==> config.mk <==
export PLATFORM = sky130hd
export DESIGN_NAME = next_permutation_trace_flat
export DESIGN_NICKNAME = d
export VERILOG_FILES = /design/src/rtl/nptr_pkg.sv /design/src/rtl/nptr_if.sv /design/src/rtl/next_permutation_trace.sv /design/src/rtl/nptr_datapath.sv /design/src/rtl/nptr_ctrl.sv /design/src/flat_wrapper.sv
export SDC_FILE = /design/constraint.sdc
export NUM_CORES = 1
export LEC_CHECK = 0
export ABC_AREA = 1
export BUFFER_PORTS_ARGS = -buffer_cell sky130_fd_sc_hd__buf_2
export CAP_MARGIN = 20
export CORE_MARGIN = 10
export CORE_UTILIZATION = 55
export DETAILED_ROUTE_END_ITERATION = 10
export PLACE_DENSITY = 0.75
export SYNTH_ARGS = -nofsm -noshare
export SYNTH_HDL_FRONTEND = slang
export SYNTH_HIERARCHICAL = 1
export SYNTH_SLANG_ARGS = --single-unit
==> constraint.sdc <==
create_clock -name clk -period 3.3 [get_ports clk]
set_input_delay 0.495 -clock clk [delete_from_list [all_inputs] [get_ports clk]]
set_output_delay 0.495 -clock clk [all_outputs]
set_load 0.05 [all_outputs]
==> src/rtl/nptr_pkg.sv <==
// Package for the next-permutation trace block: sizes, record kinds,
// and the command/status structs between controller and datapath.
// No dependencies.
package nptr_pkg;

  localparam int MAX_LEN    = 16;
  localparam int ELEM_WIDTH = 16;

  // Fixed widths of the word fields
  localparam int VAL_W   = 16;
  localparam int KIND_W  = 3;
  localparam int FIDX_W  = 4;
  localparam int EVT_W   = 6;

  // Internal widths that follow from the array depth
  localparam int IDX_W = $clog2(MAX_LEN);
  localparam int CNT_W = $clog2(MAX_LEN + 1);

  typedef logic signed [ELEM_WIDTH-1:0] elem_t;

  typedef enum logic [KIND_W-1:0] {
    KIND_ASCENT    = 3'd0,
    KIND_SUCCESSOR = 3'd1,
    KIND_PIVOT     = 3'd2,
    KIND_REVERSE   = 3'd3,
    KIND_ELEMENT   = 3'd4,
    KIND_DONE      = 3'd5
  } kind_t;

  typedef enum logic [1:0] {
    WR_IN = 2'd0,
    WR_A  = 2'd1,
    WR_B  = 2'd2
  } wsel_t;

  typedef struct packed {
    logic              rd_en;
    logic [IDX_W-1:0]  rd_addr_a;
    logic [IDX_W-1:0]  rd_addr_b;
    logic              wr_en;
    logic [IDX_W-1:0]  wr_addr;
    wsel_t             wr_sel;
    logic              emit;
    kind_t             kind;
    logic [FIDX_W-1:0] first_idx;
    logic [FIDX_W-1:0] second_idx;
    logic              val_sel;
    logic [EVT_W-1:0]  total;
    logic              wrapped;
    logic              final_rec;
  } cmd_t;

  typedef struct packed {
    logic a_lt_b;
    logic out_free;
  } sts_t;

endpackage

==> src/rtl/nptr_if.sv <==
// Valid/ready channel interfaces for the element input and record output.
// Depends on nptr_pkg for field widths.
interface nptr_in_if;
  logic                                   valid;
  logic                                   ready;
  logic signed [nptr_pkg::VAL_W-1:0]      element_value;
  logic                                   end_of_array;

  modport source (output valid, output element_value, output end_of_array, input ready);
  modport sink   (input valid, input element_value, input end_of_array, output ready);
endinterface

interface nptr_out_if;
  logic                                   valid;
  logic                                   ready;
  logic [nptr_pkg::KIND_W-1:0]            record_kind;
  logic [nptr_pkg::FIDX_W-1:0]            first_index;
  logic [nptr_pkg::FIDX_W-1:0]            second_index;
  logic signed [nptr_pkg::VAL_W-1:0]      permuted_value;
  logic [nptr_pkg::EVT_W-1:0]             event_total;
  logic                                   wrapped;
  logic                                   final_record;

  modport source (output valid, output record_kind, output first_index, output second_index,
                  output permuted_value, output event_total, output wrapped,
                  output final_record, input ready);
  modport sink   (input valid, input record_kind, input first_index, input second_index,
                  input permuted_value, input event_total, input wrapped,
                  input final_record, output ready);
endinterface

==> src/rtl/next_permutation_trace.sv <==
// Next-permutation trace block, top level: joins controller and datapath
// to the input and record channels. Uses nptr_pkg, nptr_if, nptr_ctrl,
// nptr_datapath.
//
// Elements load at one word per cycle into a 16-entry store; the word
// flagged end_of_array starts the walk, during which no input is taken.
// The walk runs on one store with a single write port and a registered
// read: each ascent or successor compare is a read then a record, the
// pivot is a record then two writes, each reversal swap is a check, a
// read, a record and two writes, with one final check, each element
// record is a read then a record, and the done record is a record
// alone; every record waits out any output stall. Arrays of fewer than
// two elements go straight from loading to the done record. A done record
// still waiting at the output does not block loading the next array.
module next_permutation_trace (
  input  logic        clk,
  input  logic        rst_n,
  nptr_in_if.sink     in_chan,
  nptr_out_if.source  out_chan
);

  nptr_pkg::cmd_t cmd;
  nptr_pkg::sts_t sts;

  nptr_ctrl u_ctrl (
    .clk             (clk),
    .rst_n           (rst_n),
    .in_valid        (in_chan.valid),
    .in_end_of_array (in_chan.end_of_array),
    .in_ready        (in_chan.ready),
    .cmd             (cmd),
    .sts             (sts)
  );

  nptr_datapath u_dp (
    .clk                (clk),
    .rst_n              (rst_n),
    .cmd                (cmd),
    .sts                (sts),
    .in_element_value   (in_chan.element_value),
    .out_valid          (out_chan.valid),
    .out_ready          (out_chan.ready),
    .out_record_kind    (out_chan.record_kind),
    .out_first_index    (out_chan.first_index),
    .out_second_index   (out_chan.second_index),
    .out_permuted_value (out_chan.permuted_value),
    .out_event_total    (out_chan.event_total),
    .out_wrapped        (out_chan.wrapped),
    .out_final_record   (out_chan.final_record)
  );

endmodule

==> src/rtl/nptr_datapath.sv <==
// Datapath: element memory with two registered read ports and one write
// port, signed compare, and the output word register. Uses nptr_pkg.
module nptr_datapath (
  input  logic                              clk,
  input  logic                              rst_n,
  input  nptr_pkg::cmd_t                    cmd,
  output nptr_pkg::sts_t                    sts,
  input  logic signed [nptr_pkg::VAL_W-1:0] in_element_value,
  output logic                              out_valid,
  input  logic                              out_ready,
  output logic [nptr_pkg::KIND_W-1:0]       out_record_kind,
  output logic [nptr_pkg::FIDX_W-1:0]      out_first_index,
  output logic [nptr_pkg::FIDX_W-1:0]      out_second_index,
  output logic signed [nptr_pkg::VAL_W-1:0] out_permuted_value,
  output logic [nptr_pkg::EVT_W-1:0]        out_event_total,
  output logic                              out_wrapped,
  output logic                              out_final_record
);

  nptr_pkg::elem_t mem [nptr_pkg::MAX_LEN];
  nptr_pkg::elem_t rd_a_r, rd_b_r;
  nptr_pkg::elem_t wr_data;

  logic                              out_valid_r;
  logic [nptr_pkg::KIND_W-1:0]       kind_r;
  logic [nptr_pkg::FIDX_W-1:0]      first_r, second_r;
  logic signed [nptr_pkg::VAL_W-1:0] value_r;
  logic [nptr_pkg::EVT_W-1:0]        total_r;
  logic                              wrapped_r, final_r;
  logic                              load_out;

  always_comb begin
    unique case (cmd.wr_sel)
      nptr_pkg::WR_A: wr_data = rd_a_r;
      nptr_pkg::WR_B: wr_data = rd_b_r;
      default:        wr_data = nptr_pkg::elem_t'(in_element_value);
    endcase
  end

  always_ff @(posedge clk) begin
    if (cmd.wr_en) begin
      mem[cmd.wr_addr] <= wr_data;
    end
  end

  // Hold read data outside read cycles so swaps see the pre-swap pair
  always_ff @(posedge clk) begin
    if (cmd.rd_en) begin
      rd_a_r <= mem[cmd.rd_addr_a];
      rd_b_r <= mem[cmd.rd_addr_b];
    end
  end

  assign sts.a_lt_b   = rd_a_r < rd_b_r;
  assign sts.out_free = !out_valid_r || out_ready;
  assign load_out     = cmd.emit && sts.out_free;

  always_ff @(posedge clk) begin
    if (!rst_n) begin
      out_valid_r <= 1'b0;
    end else if (load_out) begin
      out_valid_r <= 1'b1;
    end else if (out_ready) begin
      out_valid_r <= 1'b0;
    end
  end

  always_ff @(posedge clk) begin
    if (load_out) begin
      kind_r    <= cmd.kind;
      first_r   <= cmd.first_idx;
      second_r  <= cmd.second_idx;
      value_r   <= cmd.val_sel ? nptr_pkg::VAL_W'(rd_a_r) : '0;
      total_r   <= cmd.total;
      wrapped_r <= cmd.wrapped;
      final_r   <= cmd.final_rec;
    end
  end

  assign out_valid          = out_valid_r;
  assign out_record_kind    = kind_r;
  assign out_first_index    = first_r;
  assign out_second_index   = second_r;
  assign out_permuted_value = value_r;
  assign out_event_total    = total_r;
  assign out_wrapped        = wrapped_r;
  assign out_final_record   = final_r;

endmodule

==> src/rtl/nptr_ctrl.sv <==
// Controller: loads the array, then sequences ascent search, successor
// search, pivot swap, suffix reversal, element dump and done. Uses nptr_pkg.
module nptr_ctrl (
  input  logic           clk,
  input  logic           rst_n,
  input  logic           in_valid,
  input  logic           in_end_of_array,
  output logic           in_ready,
  output nptr_pkg::cmd_t cmd,
  input  nptr_pkg::sts_t sts
);

  typedef enum logic [15:0] {
    ST_LOAD     = 16'h0001,
    ST_ASC_RD   = 16'h0002,
    ST_ASC_CMP  = 16'h0004,
    ST_SUC_RD   = 16'h0008,
    ST_SUC_CMP  = 16'h0010,
    ST_PIV      = 16'h0020,
    ST_SWA      = 16'h0040,
    ST_SWB      = 16'h0080,
    ST_REV      = 16'h0100,
    ST_REV_RD   = 16'h0200,
    ST_REV_EMIT = 16'h0400,
    ST_REV_WA   = 16'h0800,
    ST_REV_WB   = 16'h1000,
    ST_ELEM_RD  = 16'h2000,
    ST_ELEM_EMIT= 16'h4000,
    ST_DONE     = 16'h8000
  } state_t;

  localparam int CW = nptr_pkg::CNT_W;
  localparam int IW = nptr_pkg::IDX_W;
  localparam int FW = nptr_pkg::FIDX_W;
  localparam int EW = nptr_pkg::EVT_W;

  state_t         state_r, state_nxt;
  logic [CW-1:0]  fill_r, fill_nxt;
  logic [CW-1:0]  n_r, n_nxt;
  logic [CW-1:0]  scan_r, scan_nxt;
  logic [IW-1:0]  pivot_r, pivot_nxt;
  logic [IW-1:0]  left_r, left_nxt;
  logic [IW-1:0]  right_r, right_nxt;
  logic [EW-1:0]  evt_r, evt_nxt;
  logic           wrap_r, wrap_nxt;
  logic [IW-1:0]  scan_idx, scan_m1_idx, last_idx;

  assign scan_idx    = scan_r[IW-1:0];
  assign scan_m1_idx = IW'(scan_r - CW'(1));
  assign last_idx    = IW'(n_r - CW'(1));
  assign in_ready    = (state_r == ST_LOAD);

  always_comb begin
    state_nxt = state_r;
    fill_nxt  = fill_r;
    n_nxt     = n_r;
    scan_nxt  = scan_r;
    pivot_nxt = pivot_r;
    left_nxt  = left_r;
    right_nxt = right_r;
    evt_nxt   = evt_r;
    wrap_nxt  = wrap_r;

    cmd            = '0;
    cmd.wr_sel     = nptr_pkg::WR_IN;
    cmd.kind       = nptr_pkg::KIND_DONE;

    unique case (state_r)
      ST_LOAD: begin
        if (in_valid) begin
          // drop elements beyond the store depth
          if (fill_r < CW'(nptr_pkg::MAX_LEN)) begin
            cmd.wr_en   = 1'b1;
            cmd.wr_addr = fill_r[IW-1:0];
            fill_nxt    = fill_r + CW'(1);
          end
          if (in_end_of_array) begin
            n_nxt    = fill_nxt;
            evt_nxt  = '0;
            wrap_nxt = 1'b0;
            if (fill_nxt < CW'(2)) begin
              state_nxt = ST_DONE;
            end else begin
              scan_nxt  = fill_nxt - CW'(1);
              state_nxt = ST_ASC_RD;
            end
          end
        end
      end
      ST_ASC_RD: begin
        cmd.rd_en     = 1'b1;
        cmd.rd_addr_a = scan_m1_idx;
        cmd.rd_addr_b = scan_idx;
        state_nxt     = ST_ASC_CMP;
      end
      ST_ASC_CMP: begin
        cmd.emit       = 1'b1;
        cmd.kind       = nptr_pkg::KIND_ASCENT;
        cmd.first_idx  = FW'(scan_m1_idx);
        cmd.second_idx = FW'(scan_idx);
        if (sts.out_free) begin
          evt_nxt = evt_r + EW'(1);
          if (sts.a_lt_b) begin
            pivot_nxt = scan_m1_idx;
            scan_nxt  = n_r - CW'(1);
            state_nxt = ST_SUC_RD;
          end else if (scan_r == CW'(1)) begin
            // no ascent: reverse the whole array
            wrap_nxt  = 1'b1;
            left_nxt  = '0;
            right_nxt = last_idx;
            state_nxt = ST_REV;
          end else begin
            scan_nxt  = scan_r - CW'(1);
            state_nxt = ST_ASC_RD;
          end
        end
      end
      ST_SUC_RD: begin
        cmd.rd_en     = 1'b1;
        cmd.rd_addr_a = pivot_r;
        cmd.rd_addr_b = scan_idx;
        state_nxt     = ST_SUC_CMP;
      end
      ST_SUC_CMP: begin
        cmd.emit       = 1'b1;
        cmd.kind       = nptr_pkg::KIND_SUCCESSOR;
        cmd.first_idx  = FW'(pivot_r);
        cmd.second_idx = FW'(scan_idx);
        if (sts.out_free) begin
          evt_nxt = evt_r + EW'(1);
          if (sts.a_lt_b || scan_m1_idx == pivot_r) begin
            state_nxt = ST_PIV;
          end else begin
            scan_nxt  = scan_r - CW'(1);
            state_nxt = ST_SUC_RD;
          end
        end
      end
      ST_PIV: begin
        cmd.emit       = 1'b1;
        cmd.kind       = nptr_pkg::KIND_PIVOT;
        cmd.first_idx  = FW'(pivot_r);
        cmd.second_idx = FW'(scan_idx);
        if (sts.out_free) begin
          evt_nxt   = evt_r + EW'(1);
          state_nxt = ST_SWA;
        end
      end
      ST_SWA: begin
        cmd.wr_en   = 1'b1;
        cmd.wr_addr = pivot_r;
        cmd.wr_sel  = nptr_pkg::WR_B;
        state_nxt   = ST_SWB;
      end
      ST_SWB: begin
        cmd.wr_en   = 1'b1;
        cmd.wr_addr = scan_idx;
        cmd.wr_sel  = nptr_pkg::WR_A;
        left_nxt    = pivot_r + IW'(1);
        right_nxt   = last_idx;
        state_nxt   = ST_REV;
      end
      ST_REV: begin
        if (left_r < right_r) begin
          state_nxt = ST_REV_RD;
        end else begin
          scan_nxt  = '0;
          state_nxt = ST_ELEM_RD;
        end
      end
      ST_REV_RD: begin
        cmd.rd_en     = 1'b1;
        cmd.rd_addr_a = left_r;
        cmd.rd_addr_b = right_r;
        state_nxt     = ST_REV_EMIT;
      end
      ST_REV_EMIT: begin
        cmd.emit       = 1'b1;
        cmd.kind       = nptr_pkg::KIND_REVERSE;
        cmd.first_idx  = FW'(left_r);
        cmd.second_idx = FW'(right_r);
        if (sts.out_free) begin
          evt_nxt   = evt_r + EW'(1);
          state_nxt = ST_REV_WA;
        end
      end
      ST_REV_WA: begin
        cmd.wr_en   = 1'b1;
        cmd.wr_addr = left_r;
        cmd.wr_sel  = nptr_pkg::WR_B;
        state_nxt   = ST_REV_WB;
      end
      ST_REV_WB: begin
        cmd.wr_en   = 1'b1;
        cmd.wr_addr = right_r;
        cmd.wr_sel  = nptr_pkg::WR_A;
        left_nxt    = left_r + IW'(1);
        right_nxt   = right_r - IW'(1);
        state_nxt   = ST_REV;
      end
      ST_ELEM_RD: begin
        cmd.rd_en     = 1'b1;
        cmd.rd_addr_a = scan_idx;
        state_nxt     = ST_ELEM_EMIT;
      end
      ST_ELEM_EMIT: begin
        cmd.emit      = 1'b1;
        cmd.kind      = nptr_pkg::KIND_ELEMENT;
        cmd.first_idx = FW'(scan_idx);
        cmd.val_sel   = 1'b1;
        if (sts.out_free) begin
          if (scan_idx == last_idx) begin
            state_nxt = ST_DONE;
          end else begin
            scan_nxt  = scan_r + CW'(1);
            state_nxt = ST_ELEM_RD;
          end
        end
      end
      ST_DONE: begin
        cmd.emit      = 1'b1;
        cmd.kind      = nptr_pkg::KIND_DONE;
        cmd.total     = evt_r + EW'(1);
        cmd.wrapped   = wrap_r;
        cmd.final_rec = 1'b1;
        if (sts.out_free) begin
          fill_nxt  = '0;
          state_nxt = ST_LOAD;
        end
      end
      default: begin
        state_nxt = ST_LOAD;
      end
    endcase
  end

  always_ff @(posedge clk) begin
    if (!rst_n) begin
      state_r <= ST_LOAD;
      fill_r  <= '0;
      n_r     <= '0;
      scan_r  <= '0;
      pivot_r <= '0;
      left_r  <= '0;
      right_r <= '0;
      evt_r   <= '0;
      wrap_r  <= 1'b0;
    end else begin
      state_r <= state_nxt;
      fill_r  <= fill_nxt;
      n_r     <= n_nxt;
      scan_r  <= scan_nxt;
      pivot_r <= pivot_nxt;
      left_r  <= left_nxt;
      right_r <= right_nxt;
      evt_r   <= evt_nxt;
      wrap_r  <= wrap_nxt;
    end
  end

endmodule

==> src/flat_wrapper.sv <==
// flat-port wrapper written by rule: the top's interface ports become plain ports
module next_permutation_trace_flat 
  (clk, rst_n, in_chan_valid, in_chan_element_value, in_chan_end_of_array, in_chan_ready, out_chan_valid, out_chan_record_kind, out_chan_first_index, out_chan_second_index, out_chan_permuted_value, out_chan_event_total, out_chan_wrapped, out_chan_final_record, out_chan_ready);
  nptr_in_if in_chan_i ();
  nptr_out_if out_chan_i ();
  input  logic clk;
  input  logic rst_n;
  input wire logic [$bits(in_chan_i.valid)-1:0] in_chan_valid;
  input wire logic [$bits(in_chan_i.element_value)-1:0] in_chan_element_value;
  input wire logic [$bits(in_chan_i.end_of_array)-1:0] in_chan_end_of_array;
  output wire logic [$bits(in_chan_i.ready)-1:0] in_chan_ready;
  output wire logic [$bits(out_chan_i.valid)-1:0] out_chan_valid;
  output wire logic [$bits(out_chan_i.record_kind)-1:0] out_chan_record_kind;
  output wire logic [$bits(out_chan_i.first_index)-1:0] out_chan_first_index;
  output wire logic [$bits(out_chan_i.second_index)-1:0] out_chan_second_index;
  output wire logic [$bits(out_chan_i.permuted_value)-1:0] out_chan_permuted_value;
  output wire logic [$bits(out_chan_i.event_total)-1:0] out_chan_event_total;
  output wire logic [$bits(out_chan_i.wrapped)-1:0] out_chan_wrapped;
  output wire logic [$bits(out_chan_i.final_record)-1:0] out_chan_final_record;
  input wire logic [$bits(out_chan_i.ready)-1:0] out_chan_ready;
  assign in_chan_i.valid = in_chan_valid;
  assign in_chan_i.element_value = in_chan_element_value;
  assign in_chan_i.end_of_array = in_chan_end_of_array;
  assign in_chan_ready = in_chan_i.ready;
  assign out_chan_valid = out_chan_i.valid;
  assign out_chan_record_kind = out_chan_i.record_kind;
  assign out_chan_first_index = out_chan_i.first_index;
  assign out_chan_second_index = out_chan_i.second_index;
  assign out_chan_permuted_value = out_chan_i.permuted_value;
  assign out_chan_event_total = out_chan_i.event_total;
  assign out_chan_wrapped = out_chan_i.wrapped;
  assign out_chan_final_record = out_chan_i.final_record;
  assign out_chan_i.ready = out_chan_ready;
  next_permutation_trace u_core (.clk(clk), .rst_n(rst_n), .in_chan(in_chan_i), .out_chan(out_chan_i));
endmodule
# Word level (Yosys, flattened, before mapping)
# Memories as Yosys holds them, arrays and structs flattened. A register that Yosys moved wholly into a read port is not among the register bits.
# Index checks and enable logic that the tools add are counted.
[op_classes] add_sub_neg=9 n_eq_ne=37 muxes=67 reduce_logical=24 magnitude_cmp=4
[op_table] operator="$pmux W16 S15" n=1
[op_table] operator="$mux W16" n=11
[op_table] operator="$mux W5" n=18
[op_table] operator="$pmux W5 S5" n=2
[op_table] operator="$pmux W16 S2" n=1
[op_table] operator="$ne A2 B2 Y1 const B" n=14
[op_table] operator="$mux W4" n=6
[op_table] operator="$mux W6" n=4
[op_table] operator="$pmux W4 S3" n=2
[op_table] operator="$pmux W4 S6" n=1
[op_table] operator="$pmux W5 S4" n=1
[op_table] operator="$eq A16 B1 Y1 const B" n=1
[op_table] operator="$eq A16 B10 Y1 const B" n=1
[op_table] operator="$eq A16 B11 Y1 const B" n=1
[op_table] operator="$eq A16 B12 Y1 const B" n=1
[op_table] operator="$eq A16 B13 Y1 const B" n=1
[op_table] operator="$eq A16 B14 Y1 const B" n=1
[op_table] operator="$eq A16 B15 Y1 const B" n=1
[op_table] operator="$eq A16 B16 Y1 const B" n=1
[op_table] operator="$eq A16 B2 Y1 const B" n=1
[op_table] operator="$eq A16 B3 Y1 const B" n=1
[op_table] operator="$eq A16 B4 Y1 const B" n=1
[op_table] operator="$eq A16 B5 Y1 const B" n=1
[op_table] operator="$eq A16 B6 Y1 const B" n=1
[op_table] operator="41 further kinds" n=67
[totals] mem_count=1 elab_cells=159 out_inout_bits=37 ram_bits=256 ff_bits=86 input_bits=21
[memory_table] memory="u_core.u_dp.mem" words=16 width=16 rd=2 rd_clocked_by_memory_dff=2 wr=1 line_no="nptr_datapath.sv:20" source="nptr_pkg::elem_t mem [nptr_pkg::MAX_LEN];"

# Depth between registers and ports, before layout
# Gate-level depths: netlist of the first run.
[logic_depth] word_depth=9 depth_mapped=21

# Cells and area by module
# The synthesis of the first run kept the hierarchy.
[by_module_without_submodules] mod="nptr_datapath" n_inst=1 cells_each=1506 seq_area_each_um2=9719.3 area_each_um2=15542.4
[by_module_without_submodules] mod="nptr_ctrl" n_inst=1 cells_each=627 seq_area_each_um2=1001.0 area_each_um2=4121.5

# Least setup slack after synthesis of the first run
# No wires, ideal clock.
[synth_timing] kind="flip-flop to flip-flop" startpoint="reg u_core.u_ctrl.state_r[1]" endpoint="reg u_core.u_dp.total_r (netlist bit u_core/u_dp/out_event_total[0]), enable pin" setup_ns=0.439 stages_incl_launch_ff=10 period_less_slack_ns=3.338 setup_slack_ns=-0.038 n_path_buf=0 required_time_ns=2.861 arrival_time_ns=2.899 path_cell_list="dfxtp_1 > nor2_2 > nand2_4 > nor2_1 > nand2_4 > nand2_4 > nor2_4 > nand3_2 > inv_1 > a21oi_1"
[synth_lines] item="start: declaration" line_no="nptr_ctrl.sv:37" source="state_t state_r, state_nxt;"
[synth_lines] item="start signal: assignment" line_no="nptr_ctrl.sv:250" source="state_r <= state_nxt;"
[synth_lines] item="end signal: assignment" line_no="nptr_datapath.sv:74" source="total_r <= cmd.total;"
[synth_lines] item="end: declaration" line_no="nptr_datapath.sv:28" source="logic [nptr_pkg::EVT_W-1:0] total_r;"

==> insert_results.sql, run 1 <==
INSERT INTO impl_metrics (metric_group, metric, value, unit) VALUES
('critical_path', 'criticalPathCategory', 'reg2reg', ''),
('layout', 'area_delta_synth_final', '13.7', '%'),
('detailed_routing', 'post_detailed_routing_wire_length', '57300', 'um'),
('detailed_routing', 'route.detailed.vias_per_inst', '6.21', ''),
('detailed_routing', 'wl_met2', '25600', 'um'),
('synth', 'post_synth_inst_count', '2133', ''),
('synth', 'synth_cell_type_count', '50', ''),
('placement', 'hpwl', '37100', 'um'),
('layout', 'finalNetCount', '2246', ''),
('power', 'seq_power_share', '40.2', '%'),
('flow_run', 'drv.max_cap_violation_count', '0', ''),
('synth', 'yosysTopAreaCell', 'sky130_fd_sc_hd__edfxtp_1', ''),
('power', 'p_sw', '4.89', 'mW'),
('power', 'clock_power_share', '31.2', '%'),
('clock_tree', 'ctsHtreeMaxLevel', '2', ''),
('floorplan', 'initial_core_util', '55.6', '%'),
('floorplan', 'floorplan.die.height', '209', 'um'),
('layout', 'post-route-cell-area', '22400', 'um2'),
('global_route', 'grt_first_pass_wirelength', '89200', 'um'),
('timing', 'min_period', '3.05', 'ns'),
('synth', 'ys_dominant_reg_cell', 'sky130_fd_sc_hd__edfxtp_1', ''),
('critical_path', 'arrival_time_worst_endpoint', '3.38', 'ns'),
('placement', 'place_area', '21000', 'um2'),
('timing', 'tightest_slew', '0.972', 'ns'),
('floorplan', 'placementRows', '69', ''),
('timing', 'drv_slew', '0', ''),
('power', 'power.share.combinational', '28.6', '%'),
('global_route', 'via_count_of_the_first_global_routing_pass', '15800', ''),
('status', 'outcome', 'complete, no violations', ''),
('critical_path', 'worst-endpoint-required', '3.63', 'ns'),
('global_route', 'antenna_found_initial', '0', ''),
('timing', 'timing.clock.skew', '0.0316', 'ns'),
('timing', 'timing.slew.headroom', '35.1', '%'),
('timing', 'post_route_fraction_of_the_period_consumed_by_the_critical_path', '92.4', '%'),
('power', 'static-leakage-power', '8.27', 'nW'),
('placement', 'io_buffers', '57', ''),
('synth', 'number_of_flops_mapped_to_enable_cells_by_yosys', '323', ''),
('clock_tree', 'tritoncts.num_buffers', '41', ''),
('power', 'cell_internal_pwr', '9.37', 'mW'),
('detailed_routing', 'met3WireLength', '7520', 'um'),
('clock_tree', 'clock_latency', '0.59', 'ns'),
('synth', 'synth-warning-count', '6', ''),
('power', 'proportion_of_total_power_due_to_net_switching', '34.3', '%'),
('detailed_routing', 'drt_pre_antenna_iters', '6', ''),
('timing', 'fin_tns_setup', '0', 'ns'),
('synth', 'synth.top_cells.by_count', 'sky130_fd_sc_hd__nand2_1, sky130_fd_sc_hd__edfxtp_1, sky130_fd_sc_hd__nand3_1, sky130_fd_sc_hd__inv_1, sky130_fd_sc_hd__a21oi_1', ''),
('synth', 'async_reset_ff_share', '0', '%'),
('synth', 'synth_area', '19700', 'um2'),
('synth', 'synth_top_cell_area_share', '49.3', '%'),
('clock_tree', 'clk_pin_slew_worst_paths', '0.06', 'ns'),
('placement', 'gp_congestion', '0.942', ''),
('timing', 'setup_viol', '0', ''),
('floorplan', 'core', '35400', 'um2'),
('global_route', 'grt_overflow_total', '0', ''),
('synth', 'syn-mean-instance-area', '9.22', 'um2'),
('power', 'highest_ir_drop_seen_on_vdd', '0.483', 'mV'),
('timing', 'fmaxAchievable', '328', 'MHz'),
('synth', 'synthMostInstantiatedCell', 'sky130_fd_sc_hd__nand2_1', ''),
('clock_tree', 'ctsHoldBuffers', '0', ''),
('clock_tree', 'cts_tree', 'built', ''),
('synth', 'synthTopCellsByArea', 'sky130_fd_sc_hd__edfxtp_1, sky130_fd_sc_hd__nand2_1, sky130_fd_sc_hd__nand3_1', ''),
('layout', 'fill_cells', '2834', ''),
('global_route', 'grtUsageTotal', '25.6', '%'),
('detailed_routing', 'drt-initial-drc-count', '2274', ''),
('power', 'p_per_area', '638', 'nW/um2'),
('critical_path', 'critical_path_fanout_max', '61', ''),
('detailed_routing', 'wl_per_cell', '21.3', 'um'),
('clock_tree', 'sink_count', '374', ''),
('clock_tree', 'clock-root-buffer', 'sky130_fd_sc_hd__clkbuf_16', ''),
('synth', 'synth-seq-cells', '374', ''),
('detailed_routing', 'met1_length', '22200', 'um');
power groups by stage:
| stage | clock (mW) | combinational (mW) | sequential, mW |
|---|---|---|---|
| floorplan | 0 | 2.72 | 5.98 |
| global placement | 0 | 3.83 | 5.82 |
| detailed placement | 0 | 3.93 | 5.83 |
| CTS | 4.49 | 3.95 | 5.73 |
| global route | 4.70 | 4.44 | 5.77 |
| finish | 4.45 | 4.07 | 5.74 |
sequential cells by signal (all words and copies together) (netlist names):
register	flops
u_core/u_ctrl/pivot_r	4
u_core/u_dp/mem	256
u_core/u_ctrl/right_r	4
u_core/u_ctrl/n_r	5
u_core/u_ctrl/state_r	16
u_core/u_dp/out_valid	1
u_core/u_dp/out_final_record	1
u_core/u_dp/out_wrapped	1
u_core/u_dp/out_first_index	4
u_core/u_dp/out_record_kind	3
u_core/u_dp/out_second_index	4
u_core/u_dp/rd_b_r	16
u_core/u_dp/out_event_total	6
u_core/u_ctrl/left_r	4
u_core/u_dp/out_permuted_value	16
u_core/u_ctrl/evt_r	6
u_core/u_dp/rd_a_r	16
u_core/u_ctrl/fill_r	5
u_core/u_ctrl/scan_r	5
u_core/u_ctrl/wrap_r	1
stage by stage:
stage	utilization [%]	power (mW)	hold WS [ns]	worst slack (ns)	std cells
floorplan	-	8.70	0.448	0.437	2133
detailed placement	59.4	9.76	0.485	0.248	2609
CTS	63.1	14.2	0.338	0.254	2683
global placement	59.4	9.65	0.456	0.398	2609
finish	63.2	14.3	0.373	0.250	2687
global route	63.2	14.9	0.379	0.0352	2687
logic make-up after synthesis:
kind of cell / count (synthesis) / share of synthesized area (%)
buffers and inverters: 387 / 8.23
AOI/OAI and AO/OA: 544 / 16.3
xor gates and xnor gates: 11 / 0.490
DFF: 374 / 54.5
and+or+nand+nor: 787 / 18.5
adders and majority gates: 30 / 1.91
timing repair:
action | 4_1_cts | 5_1_grt
endpoints found under the hold margin | 0 | 0
setup endpoints to repair | 0 | 4
resized for setup | 0 | 0
buffers inserted | 0 | 4
layout by cell type (no fill, tap or decap), drive strengths merged, types with 8 or more instances in the layout:
| cell type | Yosys | layout |
|---|---|---|
| nand2 | 365 | 365 |
| edfxtp | 323 | 323 |
| inv | 261 | 263 |
| nand3 | 257 | 257 |
| a21oi | 204 | 204 |
| o21ai | 163 | 163 |
| buf | 67 | 145 |
| o211ai | 134 | 134 |
| nor2 | 132 | 132 |
| clkbuf | 59 | 54 |
| dfxtp | 51 | 51 |
| ha | 30 | 30 |
| o22ai | 16 | 16 |
| clkinv | 0 | 15 |
| nand4 | 13 | 13 |
| nor3 | 11 | 11 |
| xor2 | 8 | 8 |
path summary, 6_finish.rpt:
| kind | startpoint | end | slack (ns) | cells after the start |
|---|---|---|---|---|
| max | u_core/u_ctrl/state_r[8] | u_core/u_dp/rd_a_r[15] | 0.25 | 14 |
| min | rst_n | u_core/u_ctrl/state_r[0] | 0.37 | 2 |
| max reg2reg | u_core/u_ctrl/state_r[8] | u_core/u_dp/rd_a_r[15] | 0.25 | 14 |
| min reg2reg | u_core/u_ctrl/n_r[1] | u_core/u_ctrl/n_r[1] | 0.49 | 2 |
cell type report:
class / instances / area, um2 / share of cell area, %
Sequential cell: 374 / 10700 / 47.9
Multi-Input combinational cell: 1372 / 7490 / 33.5
Timing Repair Buffer: 145 / 1310 / 5.85
Clock buffer: 54 / 1120 / 5.00
Inverter: 261 / 980 / 4.38
Tap cell: 461 / 577 / 2.58
Clock inverter: 20 / 171 / 0.767
critical path, cell delays in order (launching register included):
cell and delay (ns):
sky130_fd_sc_hd__dfxtp_1 0.33, sky130_fd_sc_hd__nor2_2 0.17, sky130_fd_sc_hd__nand2_2 0.15, sky130_fd_sc_hd__nor2_8 0.23
sky130_fd_sc_hd__nand2_4 0.10, sky130_fd_sc_hd__nor2_1 0.24, sky130_fd_sc_hd__inv_1 0.22, sky130_fd_sc_hd__o2111ai_4 0.25
sky130_fd_sc_hd__buf_12 0.31, sky130_fd_sc_hd__buf_12 0.26, sky130_fd_sc_hd__a21oi_1 0.11, sky130_fd_sc_hd__o21ai_0 0.08
sky130_fd_sc_hd__nand3_1 0.09, sky130_fd_sc_hd__nand3_1 0.14, sky130_fd_sc_hd__nand2_1 0.08
metal layers:
metal	GRT usage, %	vias to the layer above
met1	34.6	7866
met3	6.16	174
met4	9.70	0
met5	0	-
li1	-	7596
met2	39.1	1056
(Power assumes the default switching activity.)
==> run 2: changes to the inputs <==
--- a/config.mk
+++ b/config.mk
@@ -6,12 +6,12 @@
 export NUM_CORES = 1
 export LEC_CHECK = 0
 export ABC_AREA = 1
-export BUFFER_PORTS_ARGS = -buffer_cell sky130_fd_sc_hd__buf_2
 export CAP_MARGIN = 20
 export CORE_MARGIN = 10
 export CORE_UTILIZATION = 55
 export DETAILED_ROUTE_END_ITERATION = 10
-export PLACE_DENSITY = 0.75
+export DONT_BUFFER_PORTS = 1
+export PLACE_DENSITY = 0.73
 export SYNTH_ARGS = -nofsm -noshare
 export SYNTH_HDL_FRONTEND = slang
 export SYNTH_HIERARCHICAL = 1
==> insert_results.sql, run 2 (synthesis gave the netlist of run 1 again) <==
INSERT INTO impl_metrics (metric_group, metric, value, unit) VALUES
('detailed_routing', 'wl_per_cell', '22.3', 'um'),
('critical_path', 'critical_path_fanout_max', '23', ''),
('timing', 'fin_hold_ws', '0.0482', 'ns'),
('layout', 'layout_commonest_cell', 'sky130_fd_sc_hd__nand2_1', ''),
('timing', 'drv_slew', '0', ''),
('critical_path', 'timing.critical_path.mode_cell', 'sky130_fd_sc_hd__buf_4', ''),
('critical_path', 'critical_path.slowest_cell', 'sky130_fd_sc_hd__dfxtp_1', ''),
('critical_path', 'worstSetupEndpointType', 'register', ''),
('timing', 'rsz_0062_raised_after_global_routing', 'true', ''),
('detailed_routing', 'drtAntennaViolNets', '0', ''),
('power', 'p_per_area', '657', 'nW/um2'),
('placement', 'pre_cts_ws', '0.209', 'ns'),
('power', 'highest_ir_drop_seen_on_vdd', '0.491', 'mV'),
('global_route', 'via_count_of_the_first_global_routing_pass', '15600', ''),
('clock_tree', 'clk_pin_slew_worst_paths', '0.06', 'ns'),
('layout', 'area_delta_synth_final', '12.7', '%'),
('clock_tree', 'sink_count', '374', ''),
('floorplan', 'placementRows', '69', ''),
('floorplan', 'floorplan.die.height', '209', 'um'),
('global_route', 'grt_overflow_total', '0', ''),
('global_route', 'antenna_found_initial', '0', ''),
('layout', 'fill_cells', '2811', ''),
('floorplan', 'initial_core_util', '55.6', '%'),
('floorplan', 'die-width', '209', 'um'),
('placement', 'gp_congestion', '0.951', ''),
('detailed_routing', 'drc', '0', ''),
('power', 'p_sw', '4.92', 'mW'),
('timing', 'min_period', '3.17', 'ns'),
('floorplan', 'io_pins', '58', ''),
('timing', 'timing.final.ws_setup', '0.125', 'ns'),
('timing', 'setup_viol', '0', ''),
('clock_tree', 'clock_latency', '0.58', 'ns'),
('detailed_routing', 'post_detailed_routing_wire_length', '58500', 'um'),
('power', 'clock_power_share', '32.7', '%'),
('layout', 'layout-drive-gt1-share', '12.0', '%'),
('placement', 'dpl.cell_count', '2551', ''),
('power', 'power.share.combinational', '26.4', '%'),
('placement', 'io_buffers', '0', ''),
('timing', 'post_route_fraction_of_the_period_consumed_by_the_critical_path', '96.2', '%'),
('critical_path', 'worst-endpoint-required', '3.62', 'ns'),
('layout', 'layout_common_cells', 'sky130_fd_sc_hd__nand2_1, sky130_fd_sc_hd__edfxtp_1, sky130_fd_sc_hd__nand3_1', ''),
('clock_tree', 'clock-root-buffer', 'sky130_fd_sc_hd__clkbuf_16', ''),
('critical_path', 'timing.critical_path.cells', 'nor2_2 > nand2_4 > nor2_8 > inv_2 > nor2_1 > nand2_2 > buf_4 > o22ai_4 > buf_4 > buf_4 > a21oi_1 > o21ai_0 > nand3_1 > nand3_1 > nand2_1', ''),
('flow_run', 'drv.max_cap_violation_count', '0', ''),
('timing', 'fmaxAchievable', '315', 'MHz'),
('detailed_routing', 'route.detailed.vias_per_inst', '6.25', ''),
('layout', 'finalNetCount', '2190', ''),
('power', 'cell_internal_pwr', '9.63', 'mW'),
('critical_path', 'critical_path_start_type', 'register', ''),
('detailed_routing', 'drt-initial-drc-count', '2252', ''),
('critical_path', 'worst_path_largest_cell_delay', '0.32', 'ns'),
('timing', 'timing.slew.headroom', '29.0', '%'),
('detailed_routing', 'drt_pre_antenna_iters', '7', ''),
('placement', 'hpwl', '37300', 'um'),
('global_route', 'maximum_number_of_pins_on_one_net_before_global_route_repair', '117', ''),
('clock_tree', 'ctsHtreeMaxLevel', '2', ''),
('timing', 'timing.clock.skew', '0.0292', 'ns'),
('global_route', 'grt_first_pass_wirelength', '88900', 'um'),
('layout', 'count_of_inserted_antenna_diode_cells', '0', ''),
('min_path', 'hold_class', 'in2reg', ''),
('layout', 'finish.utilization', '62.6', '%'),
('clock_tree', 'cts_tree', 'built', ''),
('layout', 'largest_reg_flops', '256', ''),
('status', 'outcome', 'complete, no violations', ''),
('layout', 'layoutNonFillerInstCount', '2627', ''),
('floorplan', 'dieArea', '43700', 'um2'),
('global_route', 'grtUsageTotal', '25.7', '%'),
('critical_path', 'arrival_time_worst_endpoint', '3.49', 'ns'),
('clock_tree', 'largest_buffer_count_on_any_clock_path', '3', ''),
('layout', 'top_register', 'u_core/u_dp/mem', ''),
('timing', 'tightest_slew', '1.06', 'ns'),
('power', 'proportion_of_total_power_due_to_net_switching', '33.8', '%'),
('detailed_routing', 'detailroute.via_count', '16400', ''),
('floorplan', 'core', '35400', 'um2'),
('timing', 'hold_violations', '0', ''),
('power', 'seq_power_share', '40.9', '%'),
('critical_path', 'criticalPathCategory', 'reg2reg', ''),
('power', 'static-leakage-power', '8.11', 'nW'),
('clock_tree', 'tritoncts.num_buffers', '41', '');
## run 2: cell count changes in the layout (fill, tap and decap cells not counted), sizes merged, moves of 3 or more
cell    before  now
clkbuf      54   50
clkinv      15   12
bufinv       2    6
buf        145   87
## run 2: metal layers
layer / global-route usage [%] / vias to the layer above / share of wire, %
met1: 34.7 / 7775 / 39
li1: - / 7483 / -
met5: 0 / - / 0
met2: 39.5 / 997 / 44
met4: 9.80 / 0 / 3.5
met3: 6.20 / 164 / 13
## run 2: cell type report
| class | count | area, um2 | share of cell area, % |
|---|---|---|---|
| Sequential cell | 374 | 10700 | 48.4 |
| Multi-Input combinational cell | 1372 | 7490 | 33.8 |
| Clock buffer | 49 | 1100 | 4.96 |
| Timing Repair Buffer | 89 | 1010 | 4.55 |
| Inverter | 261 | 980 | 4.42 |
| Tap cell | 461 | 577 | 2.60 |
| Clock inverter | 21 | 280 | 1.27 |
## run 2: path summary, 6_finish.rpt
| kind | startpoint | to | slack (ns) | depth (start not counted) |
|---|---|---|---|---|
| setup reg to reg | u_core/u_ctrl/state_r[1] | u_core/u_dp/rd_b_r[11] | 0.13 | 15 |
| hold reg to reg | u_core/u_ctrl/wrap_r | u_core/u_ctrl/wrap_r | 0.49 | 2 |
| hold / removal | rst_n | u_core/u_ctrl/wrap_r | 0.05 | 2 |
| setup / recovery | u_core/u_ctrl/state_r[1] | u_core/u_dp/rd_b_r[11] | 0.13 | 15 |
## run 2: repair_timing
item                                    4_1_cts  5_1_grt
resized for setup                             0        5
setup buffers                                 0        4
hold buffers                                  1        0
endpoints found under the hold margin         1        0
endpoints found under the setup margin        0        9
## run 2: power groups by stage
stage                     combinational, mW  clock (mW)  sequential (mW)
after floorplan                        2.72           0             5.98
after global placement                 3.62           0             6.02
after detailed placement               3.68           0             6.04
after CTS                              3.72        4.79             5.94
after global routing                   4.21        5.00             5.98
final                                  3.85        4.76             5.94
## run 2: stage by stage
| step | setup TNS, ns | cell area [um2] | power [mW] |
|---|---|---|---|
| 6_report | 0 | 22200 | 14.5 |
| 5_1_grt | -0.0777 | 22200 | 15.2 |
| 4_1_cts | 0 | 22100 | 14.5 |
| 3_5_place_dp | 0 | 20700 | 9.72 |
| 3_3_place_gp | 0 | 20700 | 9.64 |
| 2_1_floorplan | 0 | 19700 | 8.70 |
## run 2: critical path, delay by kind of cell, from the launching register on
family	cells	cell delay, ns
AOI/OAI and AO/OA	3	0.48
buffers and inverters	4	0.81
DFF	1	0.32
and+or+nand+nor	8	1.27
